**src/rtl/core/mcd_pkg.sv**
```systemverilog
// shared types and constants for the model chain discovery block
// used by mcd_walker, mcd_rfifo and model_chain_discovery
package mcd_pkg;

  localparam int unsigned MaxModelsDef = 32;
  localparam int unsigned MaxStepsDef  = 64;

  localparam int unsigned StepW  = 7;
  localparam int unsigned ModelW = 6;
  localparam int unsigned HdrW   = 17;

  localparam logic [15:0] MarkHi     = 16'h5375;
  localparam logic [15:0] MarkLo     = 16'h6E53;
  localparam logic [15:0] FirstBase  = 16'd40000;
  localparam logic [15:0] SecondBase = 16'd40001;
  localparam logic [17:0] SpaceEnd   = 18'h10000;
  localparam logic [15:0] EndId      = 16'hFFFF;
  localparam logic [7:0]  UnitReset  = 8'd1;

  typedef enum logic [1:0] {
    KIND_REQ = 2'd0,
    KIND_REC = 2'd1,
    KIND_RPT = 2'd2
  } mcd_kind_e;

  typedef enum logic [1:0] {
    PH_IDLE   = 2'd0,
    PH_MARKER = 2'd1,
    PH_HEADER = 2'd2,
    PH_RETRY  = 2'd3
  } mcd_phase_e;

  typedef enum logic {
    REQ_START = 1'b0,
    REQ_RESP  = 1'b1
  } mcd_req_e;

  typedef struct packed {
    mcd_kind_e   kind;
    logic [7:0]  unit;
    logic [15:0] addr;
    logic [15:0] cnt;
    logic [15:0] id;
    logic        trunc;
    logic        ok;
    logic        last;
  } mcd_res_t;

  typedef struct packed {
    logic        req_type;
    logic        read_ok;
    logic [15:0] word_hi;
    logic [15:0] word_lo;
  } mcd_item_t;

endpackage

```
**src/rtl/core/mcd_walker.sv**
```systemverilog
// walk state and per-beat step logic: up to two results per input beat
// depends on mcd_pkg
module mcd_walker #(
  parameter int unsigned MAX_MODELS = mcd_pkg::MaxModelsDef,
  parameter int unsigned MAX_STEPS  = mcd_pkg::MaxStepsDef
) (
  input  logic              clk_i,
  input  logic              rst_ni,
  input  logic              fire_i,
  input  mcd_pkg::mcd_item_t item_i,
  input  logic [7:0]        unit_i,
  output mcd_pkg::mcd_res_t res0_o,
  output mcd_pkg::mcd_res_t res1_o,
  output logic [1:0]        nres_o
);
  import mcd_pkg::*;

  mcd_phase_e         phase_q, phase_d;
  logic               tried_q, tried_d;
  logic [15:0]        base_q, base_d;
  logic [HdrW-1:0]    hdr_q, hdr_d;
  logic [StepW-1:0]   step_q, step_d;
  logic [ModelW-1:0]  mcnt_q, mcnt_d;
  logic               trunc_q, trunc_d;

  logic [17:0]        span;
  logic [17:0]        after_next;
  logic [ModelW-1:0]  mcnt_inc;
  logic [StepW-1:0]   step_inc;
  logic [15:0]        hdr_base;

  function automatic mcd_res_t mk_req(logic [7:0] unit, logic [15:0] addr,
                                      logic [15:0] cnt);
    mcd_res_t r;
    r       = '0;
    r.kind  = KIND_REQ;
    r.unit  = unit;
    r.addr  = addr;
    r.cnt   = cnt;
    r.last  = 1'b1;
    return r;
  endfunction

  function automatic mcd_res_t mk_rpt(logic [15:0] base, logic [ModelW-1:0] cnt,
                                      logic tr);
    mcd_res_t r;
    r       = '0;
    r.kind  = KIND_RPT;
    r.addr  = base;
    r.cnt   = 16'(cnt);
    r.trunc = tr;
    r.ok    = (cnt != '0);
    r.last  = 1'b1;
    return r;
  endfunction

  always_comb begin
    span       = 18'(hdr_q) + 18'd2 + 18'(item_i.word_lo);
    after_next = span + 18'd2;
    mcnt_inc   = mcnt_q + ModelW'(1);
    step_inc   = step_q + StepW'(1);
    hdr_base   = tried_q ? SecondBase : FirstBase;
  end

  always_comb begin
    phase_d = phase_q;
    tried_d = tried_q;
    base_d  = base_q;
    hdr_d   = hdr_q;
    step_d  = step_q;
    mcnt_d  = mcnt_q;
    trunc_d = trunc_q;
    res0_o  = '0;
    res1_o  = '0;
    nres_o  = 2'd0;
    if (item_i.req_type == REQ_START) begin
      tried_d = 1'b0;
      base_d  = '0;
      hdr_d   = '0;
      step_d  = '0;
      mcnt_d  = '0;
      trunc_d = 1'b0;
      phase_d = PH_MARKER;
      res0_o  = mk_req(unit_i, FirstBase, 16'd2);
      nres_o  = 2'd1;
    end else begin
      case (phase_q)
        PH_MARKER: begin
          nres_o = 2'd1;
          if (item_i.read_ok && item_i.word_hi == MarkHi && item_i.word_lo == MarkLo) begin
            base_d  = hdr_base;
            hdr_d   = HdrW'(hdr_base) + HdrW'(2);
            step_d  = '0;
            phase_d = PH_HEADER;
            res0_o  = mk_req(unit_i, hdr_base + 16'd2, 16'd2);
          end else if (!tried_q) begin
            tried_d = 1'b1;
            res0_o  = mk_req(unit_i, SecondBase, 16'd2);
          end else begin
            base_d  = '0;
            phase_d = PH_IDLE;
            res0_o  = mk_rpt(16'd0, mcnt_q, trunc_q);
          end
        end
        PH_HEADER: begin
          nres_o = 2'd1;
          if (!item_i.read_ok) begin
            phase_d = PH_RETRY;
            res0_o  = mk_req(unit_i, hdr_q[15:0], 16'd1);
          end else if (item_i.word_hi == EndId) begin
            phase_d = PH_IDLE;
            res0_o  = mk_rpt(base_q, mcnt_q, trunc_q);
          end else if (item_i.word_lo == '0 || span > SpaceEnd ||
                       32'(mcnt_q) >= MAX_MODELS) begin
            trunc_d = 1'b1;
            phase_d = PH_IDLE;
            res0_o  = mk_rpt(base_q, mcnt_q, 1'b1);
          end else begin
            // record the model, then either finish or ask for the next header
            nres_o      = 2'd2;
            res0_o      = '0;
            res0_o.kind = KIND_REC;
            res0_o.addr = 16'(hdr_q + HdrW'(2));
            res0_o.cnt  = item_i.word_lo;
            res0_o.id   = item_i.word_hi;
            mcnt_d      = mcnt_inc;
            hdr_d       = span[HdrW-1:0];
            step_d      = step_inc;
            if (32'(step_inc) >= MAX_STEPS) begin
              phase_d = PH_IDLE;
              res1_o  = mk_rpt(base_q, mcnt_inc, trunc_q);
            end else if (after_next > SpaceEnd) begin
              trunc_d = 1'b1;
              phase_d = PH_IDLE;
              res1_o  = mk_rpt(base_q, mcnt_inc, 1'b1);
            end else begin
              res1_o  = mk_req(unit_i, span[15:0], 16'd2);
            end
          end
        end
        PH_RETRY: begin
          nres_o  = 2'd1;
          trunc_d = trunc_q | !(item_i.read_ok && item_i.word_hi == EndId);
          phase_d = PH_IDLE;
          res0_o  = mk_rpt(base_q, mcnt_q, trunc_d);
        end
        default: begin
          // response with no walk in progress is dropped
          nres_o = 2'd0;
        end
      endcase
    end
  end

  always_ff @(posedge clk_i or negedge rst_ni) begin
    if (!rst_ni) begin
      phase_q <= PH_IDLE;
      tried_q <= 1'b0;
      base_q  <= '0;
      hdr_q   <= '0;
      step_q  <= '0;
      mcnt_q  <= '0;
      trunc_q <= 1'b0;
    end else if (fire_i) begin
      phase_q <= phase_d;
      tried_q <= tried_d;
      base_q  <= base_d;
      hdr_q   <= hdr_d;
      step_q  <= step_d;
      mcnt_q  <= mcnt_d;
      trunc_q <= trunc_d;
    end
  end

  a_pair_order: assert property (@(posedge clk_i) disable iff (!rst_ni)
    fire_i && nres_o == 2'd2 |-> res0_o.kind == KIND_REC && !res0_o.last && res1_o.last)
    else $error("two-result beat not a record followed by a final result");

  a_report_idles: assert property (@(posedge clk_i) disable iff (!rst_ni)
    fire_i && ((nres_o == 2'd1 && res0_o.kind == KIND_RPT) ||
               (nres_o == 2'd2 && res1_o.kind == KIND_RPT)) |=> phase_q == PH_IDLE)
    else $error("walk still active after final report");

  a_table_bound: assert property (@(posedge clk_i) disable iff (!rst_ni)
    32'(mcnt_q) <= MAX_MODELS)
    else $error("model count past table size");

endmodule

```
**src/rtl/core/mcd_rfifo.sv**
```systemverilog
// four-entry result queue, takes up to two results per cycle, gives one
// depends on mcd_pkg
module mcd_rfifo (
  input  logic              clk_i,
  input  logic              rst_ni,
  input  logic [1:0]        push_n_i,
  input  mcd_pkg::mcd_res_t push0_i,
  input  mcd_pkg::mcd_res_t push1_i,
  input  logic              pop_i,
  output mcd_pkg::mcd_res_t head_o,
  output logic              nonempty_o,
  output logic              room2_o
);
  import mcd_pkg::*;

  localparam int unsigned Depth = 4;

  mcd_res_t   mem_q [Depth];
  logic [1:0] wp_q, wp_d;
  logic [1:0] rp_q, rp_d;
  logic [2:0] cnt_q, cnt_d;
  logic       pop;

  assign pop        = pop_i && (cnt_q != 3'd0);
  assign nonempty_o = (cnt_q != 3'd0);
  assign room2_o    = (cnt_q <= 3'd2);
  assign head_o     = mem_q[rp_q];

  always_comb begin
    wp_d  = wp_q + push_n_i;
    rp_d  = rp_q + 2'(pop);
    cnt_d = cnt_q + 3'(push_n_i) - 3'(pop);
  end

  always_ff @(posedge clk_i) begin
    if (push_n_i != 2'd0) begin
      mem_q[wp_q] <= push0_i;
    end
    if (push_n_i == 2'd2) begin
      mem_q[wp_q + 2'd1] <= push1_i;
    end
  end

  always_ff @(posedge clk_i or negedge rst_ni) begin
    if (!rst_ni) begin
      wp_q  <= '0;
      rp_q  <= '0;
      cnt_q <= '0;
    end else begin
      wp_q  <= wp_d;
      rp_q  <= rp_d;
      cnt_q <= cnt_d;
    end
  end

  a_no_overflow: assert property (@(posedge clk_i) disable iff (!rst_ni)
    push_n_i != 2'd0 |-> 32'(cnt_q) + 32'(push_n_i) <= Depth)
    else $error("result queue overflow");

  a_ptr_track: assert property (@(posedge clk_i) disable iff (!rst_ni)
    cnt_q != 3'd4 |-> (wp_q - rp_q) == cnt_q[1:0])
    else $error("queue pointers disagree with fill count");

  a_head_hold: assert property (@(posedge clk_i) disable iff (!rst_ni)
    nonempty_o && !pop_i |=> $stable(head_o))
    else $error("head result changed while held");

endmodule

```
**src/rtl/core/model_chain_discovery.sv**
```systemverilog
// top level of the model chain discovery block: input register, walker, result queue
// depends on mcd_pkg, mcd_walker, mcd_rfifo
//
//   channel  | direction | handshake                 | payload
//   ---------+-----------+---------------------------+-------------------------------
//   in       | in        | in_valid_i / in_stall_o   | req_type, read_ok, word_hi/lo
//   out      | out       | out_valid_o / out_stall_i | kind, unit, addr, count, id, flags
//   cfg      | in        | cfg_we_i                  | cfg_wdata_i (unit address)
//
// an input beat is registered, then processed by the walker,
// which pushes up to two results into a four-entry queue; the first result
// is valid once it is registered in the queue, which follows the input register.
// one input beat per cycle while the queue has room for two results; the
// single output port sets the rate to one result per cycle while out_stall_i is low.
// reset clears walk state and queue, the unit address returns to 1.
module model_chain_discovery #(
  parameter int unsigned MAX_MODELS = mcd_pkg::MaxModelsDef,
  parameter int unsigned MAX_STEPS  = mcd_pkg::MaxStepsDef
) (
  input  logic        clk_i,
  input  logic        rst_ni,
  input  logic        cfg_we_i,
  input  logic [7:0]  cfg_wdata_i,
  input  logic        in_valid_i,
  output logic        in_stall_o,
  input  logic        in_req_type_i,
  input  logic        in_read_ok_i,
  input  logic [15:0] in_word_hi_i,
  input  logic [15:0] in_word_lo_i,
  output logic        out_valid_o,
  input  logic        out_stall_i,
  output logic [1:0]  out_kind_o,
  output logic [7:0]  out_target_unit_o,
  output logic [15:0] out_reg_addr_o,
  output logic [15:0] out_reg_count_o,
  output logic [15:0] out_model_id_o,
  output logic        out_truncated_o,
  output logic        out_success_o,
  output logic        out_last_o
);
  import mcd_pkg::*;

  logic [7:0] unit_addr_q;
  mcd_item_t  item_q;
  logic       in_vld_q;
  logic       fire;
  logic       in_take;
  logic       room2;
  logic       nonempty;
  mcd_res_t   res0, res1, head;
  logic [1:0] nres;
  logic [1:0] push_n;

  assign fire       = in_vld_q && room2;
  assign in_stall_o = in_vld_q && !room2;
  assign in_take    = in_valid_i && !in_stall_o;
  assign push_n     = fire ? nres : 2'd0;

  always_ff @(posedge clk_i or negedge rst_ni) begin
    if (!rst_ni) begin
      unit_addr_q <= UnitReset;
    end else if (cfg_we_i) begin
      unit_addr_q <= cfg_wdata_i;
    end
  end

  always_ff @(posedge clk_i or negedge rst_ni) begin
    if (!rst_ni) begin
      in_vld_q <= 1'b0;
    end else if (!in_stall_o) begin
      in_vld_q <= in_valid_i;
    end
  end

  always_ff @(posedge clk_i) begin
    if (in_take) begin
      item_q.req_type <= in_req_type_i;
      item_q.read_ok  <= in_read_ok_i;
      item_q.word_hi  <= in_word_hi_i;
      item_q.word_lo  <= in_word_lo_i;
    end
  end

  mcd_walker #(
    .MAX_MODELS (MAX_MODELS),
    .MAX_STEPS  (MAX_STEPS)
  ) u_walker (
    .clk_i  (clk_i),
    .rst_ni (rst_ni),
    .fire_i (fire),
    .item_i (item_q),
    .unit_i (unit_addr_q),
    .res0_o (res0),
    .res1_o (res1),
    .nres_o (nres)
  );

  mcd_rfifo u_rfifo (
    .clk_i      (clk_i),
    .rst_ni     (rst_ni),
    .push_n_i   (push_n),
    .push0_i    (res0),
    .push1_i    (res1),
    .pop_i      (!out_stall_i),
    .head_o     (head),
    .nonempty_o (nonempty),
    .room2_o    (room2)
  );

  assign out_valid_o       = nonempty;
  assign out_kind_o        = head.kind;
  assign out_target_unit_o = head.unit;
  assign out_reg_addr_o    = head.addr;
  assign out_reg_count_o   = head.cnt;
  assign out_model_id_o    = head.id;
  assign out_truncated_o   = head.trunc;
  assign out_success_o     = head.ok;
  assign out_last_o        = head.last;

endmodule
```
**config.mk**
```make
export PLATFORM = sky130hd
export DESIGN_NAME = model_chain_discovery
export DESIGN_NICKNAME = d
export VERILOG_FILES = /design/src/rtl/core/mcd_pkg.sv /design/src/rtl/core/mcd_walker.sv /design/src/rtl/core/mcd_rfifo.sv /design/src/rtl/core/model_chain_discovery.sv
export SDC_FILE = /design/constraint.sdc
export NUM_CORES = 1
export LEC_CHECK = 0
export ABC_AREA = 1
export BUFFER_PORTS_ARGS = -buffer_cell sky130_fd_sc_hd__buf_2
export CAP_MARGIN = 30
export CORE_ASPECT_RATIO = 1.2
export CORE_MARGIN = 1
export CORE_UTILIZATION = 47
export CTS_CLUSTER_SIZE = 30
export DETAILED_ROUTE_END_ITERATION = 12
export GPL_TIMING_DRIVEN = 0
export PLACE_DENSITY = 0.7
export SKIP_CTS_REPAIR_TIMING = 1
export SYNTH_ARGS = -nofsm -noshare
export SYNTH_HDL_FRONTEND = slang
export SYNTH_SLANG_ARGS = --single-unit
```
**constraint.sdc**
```tcl
create_clock -name clk_i -period 4.48 [get_ports clk_i]
set_clock_uncertainty 0.2 [all_clocks]
set_input_delay 0.896 -clock clk_i [delete_from_list [all_inputs] [get_ports clk_i]]
set_output_delay 0.896 -clock clk_i [all_outputs]
set_load 0.01 [all_outputs]
```
==> results by group, run 1 <==
Timing
  • Max frequency: approximately 0.22 GHz
  • Final Cycle Share: 1.03
  • Hold Fails Final Rpt: 0
  • RSZ-0062 raised after global routing: true
  • Relative slew slack: 0.366
  • Slew @ Worst Pin: 0.940 ns
  • Max-slew violations: 0
  • Post-route minimum period: 4.61 ns
  • Setup Viol. Count Final: 210
  • Fin worst setup slack: -0.131 ns

Routing
  • First drt pass iteration count: 7
  • Initial DRC count: 2463
  • Total Routed Length: approximately 68000 microns
  • Antenna Violating Nets Remaining: 0
  • Routed via count: 18500
  • # DRC: 0
  • WL/cell: between 20 and 25 microns
  • Drt via density: around 6

Critical path
  • Worst path most repeated cell: nand2_8
  • R2r setup slk: -0.13 ns
  • Slowest-stage cell, CP: fa_2
  • Crit path buf inv count: 9
  • Levels on crit path: 26
  • Critical path arrival: 4.66 ns
  • Largest stage delay, worst path: between 0.5 and 0.6 ns
  • Required @ worst endpoint: about 4.5 ns
  • Crit Path Max Fanout: 10
  • R2R Path Start: item_q[1]$_DFFE_PP_
  • Crit path max-delay family: simple AND/OR/NAND/NOR gates
  • Reg-to-reg endpoint: u_rfifo.mem_q[0][38]$_DFFE_PP_
  • CP Launch Type: flop
  • Worst Reg-to-Reg Cells: 26
  • Crit end category: flop
  • Start-to-end type of the worst setup path: flop to flop

Global routing
  • First-pass GRT wire length: between 90000 and 100000 microns
  • Grt ovf: 0
  • GRT met1 Usage: 0.398
  • GRT met3 Usage: 0.0601
  • Busiest grt layer: met2
  • Largest net degree at the start of global routing: 38
  • Antenna violations before repair: 0
  • Met2 usage in global routing: 0.536
  • Vias in the first global route: ~17000
  • Gr usage total: 0.322

Place
  • Area after DPL: 19400 sq um
  • RD Place Congestion: about 0.95
  • Placed cell count: roughly 2900
  • Pre-CTS setup slack: -1.10 ns
  • Hpwl dp: 46400 microns
  • IO Port Bufs: around 110

Finish
  • Commonest non-fill, non-tap cells in the layout: 546 x nand2_1, 236 x o21ai_0, 195 x nor2_1, 178 x nand3_1, 170 x edfxtp_1
  • Finished Layout Cells: 3050
  • Post-route cell area: ~22000 sq um
  • # nets final: 2642
  • Area growth from synthesis to final layout: 23.3%
  • # diodes: 0
  • Share of cells above drive strength 1: 0.175
  • Most common cell after layout, fill and taps aside: nand2_1

Synthesis
  • Mapped Nets: around 2400
  • Synth area leader: edfxtp_1
  • Post-synthesis adder-cell area fraction: 0.0367
  • Post-Synth Simple-Gate Area: 0.295
  • Post-synthesis compound-gate area fraction: 0.112
  • Synth cell types: 47
  • Post-Syn Instances: ~2300
  • Sequential share of the synthesized area: 0.472
  • Largest family of logic cells by synthesized area: simple AND/OR/NAND/NOR gates
  • #FFs+latches synth: between 300 and 400
  • Mean Syn Cell Area: just under 8 sq um
  • Top post-synthesis cells by area: edfxtp_1 28%, nand2_1 12%, dfxtp_1 12%
  • Synth top area share: 0.281
  • YS warnings: 0
  • Synth Flop Type: edfxtp_1
  • Xor/xnor share of the synthesized area: 0.00868
  • Mux contribution to synthesized area: 0
  • EDFF count, synth: 170
  • Synthesized cell area: 18200 sq um
  • Fraction of registers with async set/reset: 0.158

Clocking
  • CTS Root Cell: clkbuf_16
  • CTS tree: done
  • Maximum buffer depth of the clock tree: 3
  • Num CTS Buffers: 35
  • # H-tree levels: 2
  • Worst-path clk slew: around 0.070 ns
  • Clock sinks: 330
  • Worst-Skew Late Latency: 0.55 ns

Floorplanning
  • Die area: a little under 40000 sq um
  • I/O pin total: 110
  • Die W: 181 microns
  • Die height: ~220 microns
  • CORE AREA: ~38000 sq um
  • Row Count: just under 80
  • Initial Util: 0.478

Outcome
  • Violated checks: negative setup slack
  • Status: complete, but fails checks

Worst hold path
  • HP Class: input port to async pin

Pwr
  • Pwr dens: between 500 and 600 nW/um^2
  • Static Leak: 9.68 nW
  • Maximum VDD drop: between 0.3 and 0.4 mV

Flow run
  • Max_cap viols: 0
==> final cells by class <==
type | count | area (sq um)
tap | 480 | 601
timing repair buffer | 189 | 1540
clock inverter | 17 | 201
clock buffer | 47 | 1010
buffer | 144 | 903
sequential | 330 | 8570
multi-input combinational | 1659 | 8850
inverter | 184 | 722
fill | 3324 | 15600
==> synth_stat cells, types with 3 or more instances <==
library cell and number:
o21ai_0 246, ha_1 50, edfxtp_1 170, o41ai_1 3, nand3b_1 5, nor4_1 10, o211ai_1 3, nor2_1 217
nor3_1 37, clkbuf_1 87, nand3_1 187, o31ai_1 6, o22ai_1 69, clkinv_1 3, dfrtp_1 51, nand2_1 600
buf_2 45, inv_1 170, nand2_4 4, dfxtp_1 108, a21oi_2 4, a21oi_1 33, inv_2 10, xor2_1 17
buf_6 10, nand4_1 143
==> flip-flops by register name, summed over array words and instances, names as in the netlist <==
name,count
in_vld_q,1
item_q,34
u_rfifo.cnt_q,3
u_rfifo.mem_q,244
u_rfifo.rp_q,2
u_rfifo.wp_q,2
u_walker.base_q,2
u_walker.hdr_q,17
u_walker.mcnt_q,6
u_walker.phase_q,2
u_walker.step_q,7
u_walker.tried_q,1
u_walker.trunc_q,1
unit_addr_q,8
==> report_power, final <==
| group | internal [mW] | switching [mW] | leakage, nW |
|---|---|---|---|
| clock | 1.83 | 1.27 | 0.600 |
| sequential | 3.53 | 0.236 | 3.09 |
| combinational | 1.73 | 3.91 | 5.99 |
| total | 7.09 | 5.41 | 9.68 |
==> how the worst max path moves through the flow <==
stage,from,to,slack [ns]
after floorplan,item_q[1]$_DFFE_PP_,u_rfifo.mem_q[1][0]$_DFFE_PP_,0.01
after global routing,item_q[1]$_DFFE_PP_,u_rfifo.mem_q[0][38]$_DFFE_PP_,-0.21
after CTS,item_q[1]$_DFFE_PP_,u_rfifo.mem_q[2][37]$_DFFE_PP_,-1.13
after global placement,item_q[1]$_DFFE_PP_,u_rfifo.mem_q[3][51]$_DFFE_PP_,-1.71
final,item_q[1]$_DFFE_PP_,u_rfifo.mem_q[0][38]$_DFFE_PP_,-0.13
after detailed placement,item_q[1]$_DFFE_PP_,u_rfifo.mem_q[2][37]$_DFFE_PP_,-1.10
==> through the flow <==
step | TNS, ns | util | hold slack (ns) | total power [mW]
after floorplan | 0 | - | 0.240 | 6.64
after global placement | -247.39 | 0.509 | 0.249 | 8.45
after detailed placement | -185.79 | 0.511 | 0.253 | 8.55
after CTS | -196.64 | 0.543 | 0.126 | 11.6
after global routing | -33.59 | 0.590 | 0.134 | 13.0
final | -13.84 | 0.590 | 0.128 | 12.5
==> kinds of logic (layout without fill, tap and decap cells) <==
group                      after synthesis  in the layout
adders and majority gates               52             52
xor gates and xnor gates                18             18
DFF                                    330            330
AOI/OAI and AO/OA                      374            374
and+or+nand+nor                       1213           1215
buffers and inverters                  330            581
==> metal layers <==
layer,wire length [microns],share of wire
met2,31400,0.46
met4,4240,0.063
met1,25200,0.37
met5,0,0
met3,6910,0.10
No activity file was read; power rests on OpenSTA's default activity.
==> run 2: changes to the inputs <==
- CORE_UTILIZATION: 47 -> 30
- PLACE_DENSITY: 0.7 -> 0.5
==> results by group, run 2 (same netlist as run 1, synthesis figures left out) <==
Outcome
  • Status: complete, but fails checks
  • Violated checks: negative setup slack

Critical path
  • Reg-to-reg endpoint: u_rfifo.cnt_q[2]$_DFF_PN0_
  • Crit end category: flop
  • Required @ worst endpoint: 4.74 ns (+0.21 ns)
  • R2R Path Start: item_q[0]$_DFFE_PP_
  • R2r setup slk: -0.10 ns (+0.03 ns)
  • Start-to-end type of the worst setup path: flop to flop
  • Critical path arrival: 4.85 ns (+0.19 ns)
  • Crit Path Max Fanout: 5 (-5)
  • Worst Reg-to-Reg Cells: 26 (unchanged)
  • CP Launch Type: flop

Finish
  • Post-layout util: 0.377 (-0.213)
  • # diodes: 0 (unchanged)
  • Share of cells above drive strength 1: 0.168 (-0.00634)
  • Largest registers: u_rfifo.mem_q: 244 flops, item_q: 34 flops, u_walker.hdr_q: 17 flops
  • Most common cell after layout, fill and taps aside: nand2_1
  • # nets final: 2625 (-0.64%)
  • Most flops, register: u_rfifo.mem_q
  • Commonest non-fill, non-tap cells in the layout: 552 x nand2_1, 242 x o21ai_0, 199 x nor2_1, 183 x nand3_1, 170 x edfxtp_1
  • Finished Layout Cells: 3354 (+10%)
  • Area growth from synthesis to final layout: 24.0%
  • Max reg flops: 244 (unchanged)

Global routing
  • GRT met3 Usage: 0.0259 (-0.0342)
  • First-pass GRT wire length: 103000 microns (+6.6%)
  • Grt ovf: 0 (unchanged)
  • Gr usage total: 0.223 (-0.0987)
  • GRT met1 Usage: 0.277 (-0.120)
  • Antenna violations before repair: 0 (unchanged)
  • Largest net degree at the start of global routing: 53 (+39%)
  • Vias in the first global route: 16600 (-1.8%)
  • Met2 usage in global routing: 0.389 (-0.148)
  • Busiest grt layer: met2

Timing
  • Hold Fails Final Rpt: 0 (unchanged)
  • RSZ-0062 raised after global routing: true
  • Final Cycle Share: 1.02 (-0.00631)
  • Fin worst setup slack: -0.103 ns (+0.0283 ns)
  • Max frequency: 0.218 GHz (+0.62%)
  • Setup Viol. Count Final: 39 (-81%)
  • Max-slew violations: 0 (unchanged)
  • WHS: 0.194 ns (+0.0651 ns)
  • Slew @ Worst Pin: 1.12 ns (+0.178 ns)
  • Post-route minimum period: 4.58 ns (-0.0283 ns)
  • Relative slew slack: 0.251 (-0.116)

Routing
  • Antenna Violating Nets Remaining: 0 (unchanged)
  • WL/cell: 21.4 microns (-3.6%)
  • Total Routed Length: 71800 microns (+6.0%)
  • First drt pass iteration count: 6 (-1)
  • Drt via density: 5.28 (-13%)
  • Routed via count: 17700 (-4.2%)
  • Initial DRC count: 1773 (-28%)
  • # DRC: 0 (unchanged)

Pwr
  • Maximum VDD drop: 0.251 mV (-27%)
  • Combinational share of power: 0.452 (about the same)
  • Clk pwr share: 0.243 (-0.005)
  • Pwr Total: 12.3 mW (-1.3%)
  • Static Leak: 9.62 nW (-0.59%)
  • Pwr dens: 548 nW/um^2 (-1.8%)
  • Sw Share: 0.439 (+0.00642)
  • P_int: 6.92 mW (-2.4%)
  • NetSw: 5.42 mW (+0.15%)
  • Reg power frac: 0.305 (+0.004)

Floorplanning
  • Row Count: 98 (+26%)
  • I/O pin total: 110 (unchanged)
  • Initial Util: 0.304 (-0.174)
  • CORE AREA: 59700 sq um (+57%)
  • Die height: 272 microns (+25%)
  • Die W: 227 microns (+25%)
  • Die area: 61500 sq um (+56%)

Clocking
  • Worst-Skew Late Latency: 0.54 ns (about the same)
  • CTS Root Cell: clkbuf_16
  • # H-tree levels: 2 (unchanged)
  • Num CTS Buffers: 36 (+2.9%)
  • Maximum buffer depth of the clock tree: 3 (unchanged)
  • Clock sinks: 330 (unchanged)
  • Worst-path clk slew: 0.06 ns (about the same)
  • CTS tree: done

Flow run
  • Max_cap viols: 0 (unchanged)

Place
  • IO Port Bufs: 109 (unchanged)
  • RD Place Congestion: 0.934 (-1.8%)
  • Placed cell count: 3231 (+11%)
  • Hpwl dp: 52800 microns (+14%)

Worst hold path
  • HP Class: input port to async pin
-- run 2: cell count changes in the layout (fill, tap and decap cells not counted), sizes merged --
cell / previous run / this run
buf: 233 / 220
bufinv: 4 / 1
clkbuf: 147 / 149
clkinv: 15 / 13
clkinvlp: 1 / 2
nor2: 220 / 219
-- run 2: through the flow --
| stage | setup TNS, ns | cell area (sq um) | setup WS, ns |
|---|---|---|---|
| 2_1_floorplan | 0 | 18200 | 0.0130 |
| 3_5_place_dp | -249.46 | 19800 | -1.14 |
| 4_1_cts | -265.22 | 21000 | -1.18 |
| 6_report | -1.93 | 22500 | -0.103 |
| 5_1_grt | -20.66 | 22500 | -0.225 |
| 3_3_place_gp | -345.38 | 19700 | -2.13 |
-- run 2: layout make-up --
class | instances | area [sq um]
fill | 6221 | 37200
multi-input combinational | 1658 | 8780
sequential | 330 | 8570
timing repair buffer | 175 | 1390
clock buffer | 53 | 1070
tap | 800 | 1000
buffer | 141 | 895
inverter | 184 | 717
clock inverter | 13 | 104
-- run 2: power by group through the flow --
stage	logic, mW	registers [mW]	clock network (mW)
final	5.58	3.77	2.99
after floorplan	2.91	3.73	0
after global placement	4.89	3.84	0
after global routing	6.00	3.79	3.15
after CTS	4.97	3.77	3.03
after detailed placement	4.95	3.84	0
-- run 2: how the worst max path moves through the flow --
stage	from	to	slack [ns]	cells after the start
CTS	item_q[1]$_DFFE_PP_	u_rfifo.mem_q[3][38]$_DFFE_PP_	-1.18	26
global route	item_q[1]$_DFFE_PP_	u_rfifo.cnt_q[2]$_DFF_PN0_	-0.22	28
detailed placement	item_q[1]$_DFFE_PP_	u_rfifo.mem_q[3][48]$_DFFE_PP_	-1.14	26
global placement	item_q[1]$_DFFE_PP_	u_rfifo.mem_q[3][48]$_DFFE_PP_	-2.13	25
finish	item_q[0]$_DFFE_PP_	u_rfifo.cnt_q[2]$_DFF_PN0_	-0.10	26
floorplan	item_q[1]$_DFFE_PP_	u_rfifo.mem_q[1][0]$_DFFE_PP_	0.01	24
-- run 2: metal layers --
layer  wire length [microns]  share of wire  vias to the layer above
li1                        -              -                     8363
met1                   28400           0.40                     8462
met2                   35700           0.50                      731
met3                    4670          0.065                      152
met4                    3030          0.042                        0
met5                       0              0                        -
-- run 2: worst max-delay path, cell delays in order (launching register included) --
cell and delay [ns]:
edfxtp_1 0.56, ha_1 0.32, ha_4 0.17, inv_2 0.04, fa_2 0.58, inv_2 0.05, nor3_2 0.14, nand2_1 0.07
inv_1 0.06, nand3_1 0.08, nor2_1 0.14, nand3_1 0.09, nor2_1 0.12, nand2_1 0.11, nand2_4 0.12, nand4_4 0.12
nand2_4 0.14, nand2_8 0.06, nand2_8 0.13, buf_8 0.12, buf_8 0.10, clkinvlp_4 0.17, ha_4 0.22, inv_2 0.05
fa_2 0.21, xnor2_2 0.12, xor2_1 0.16
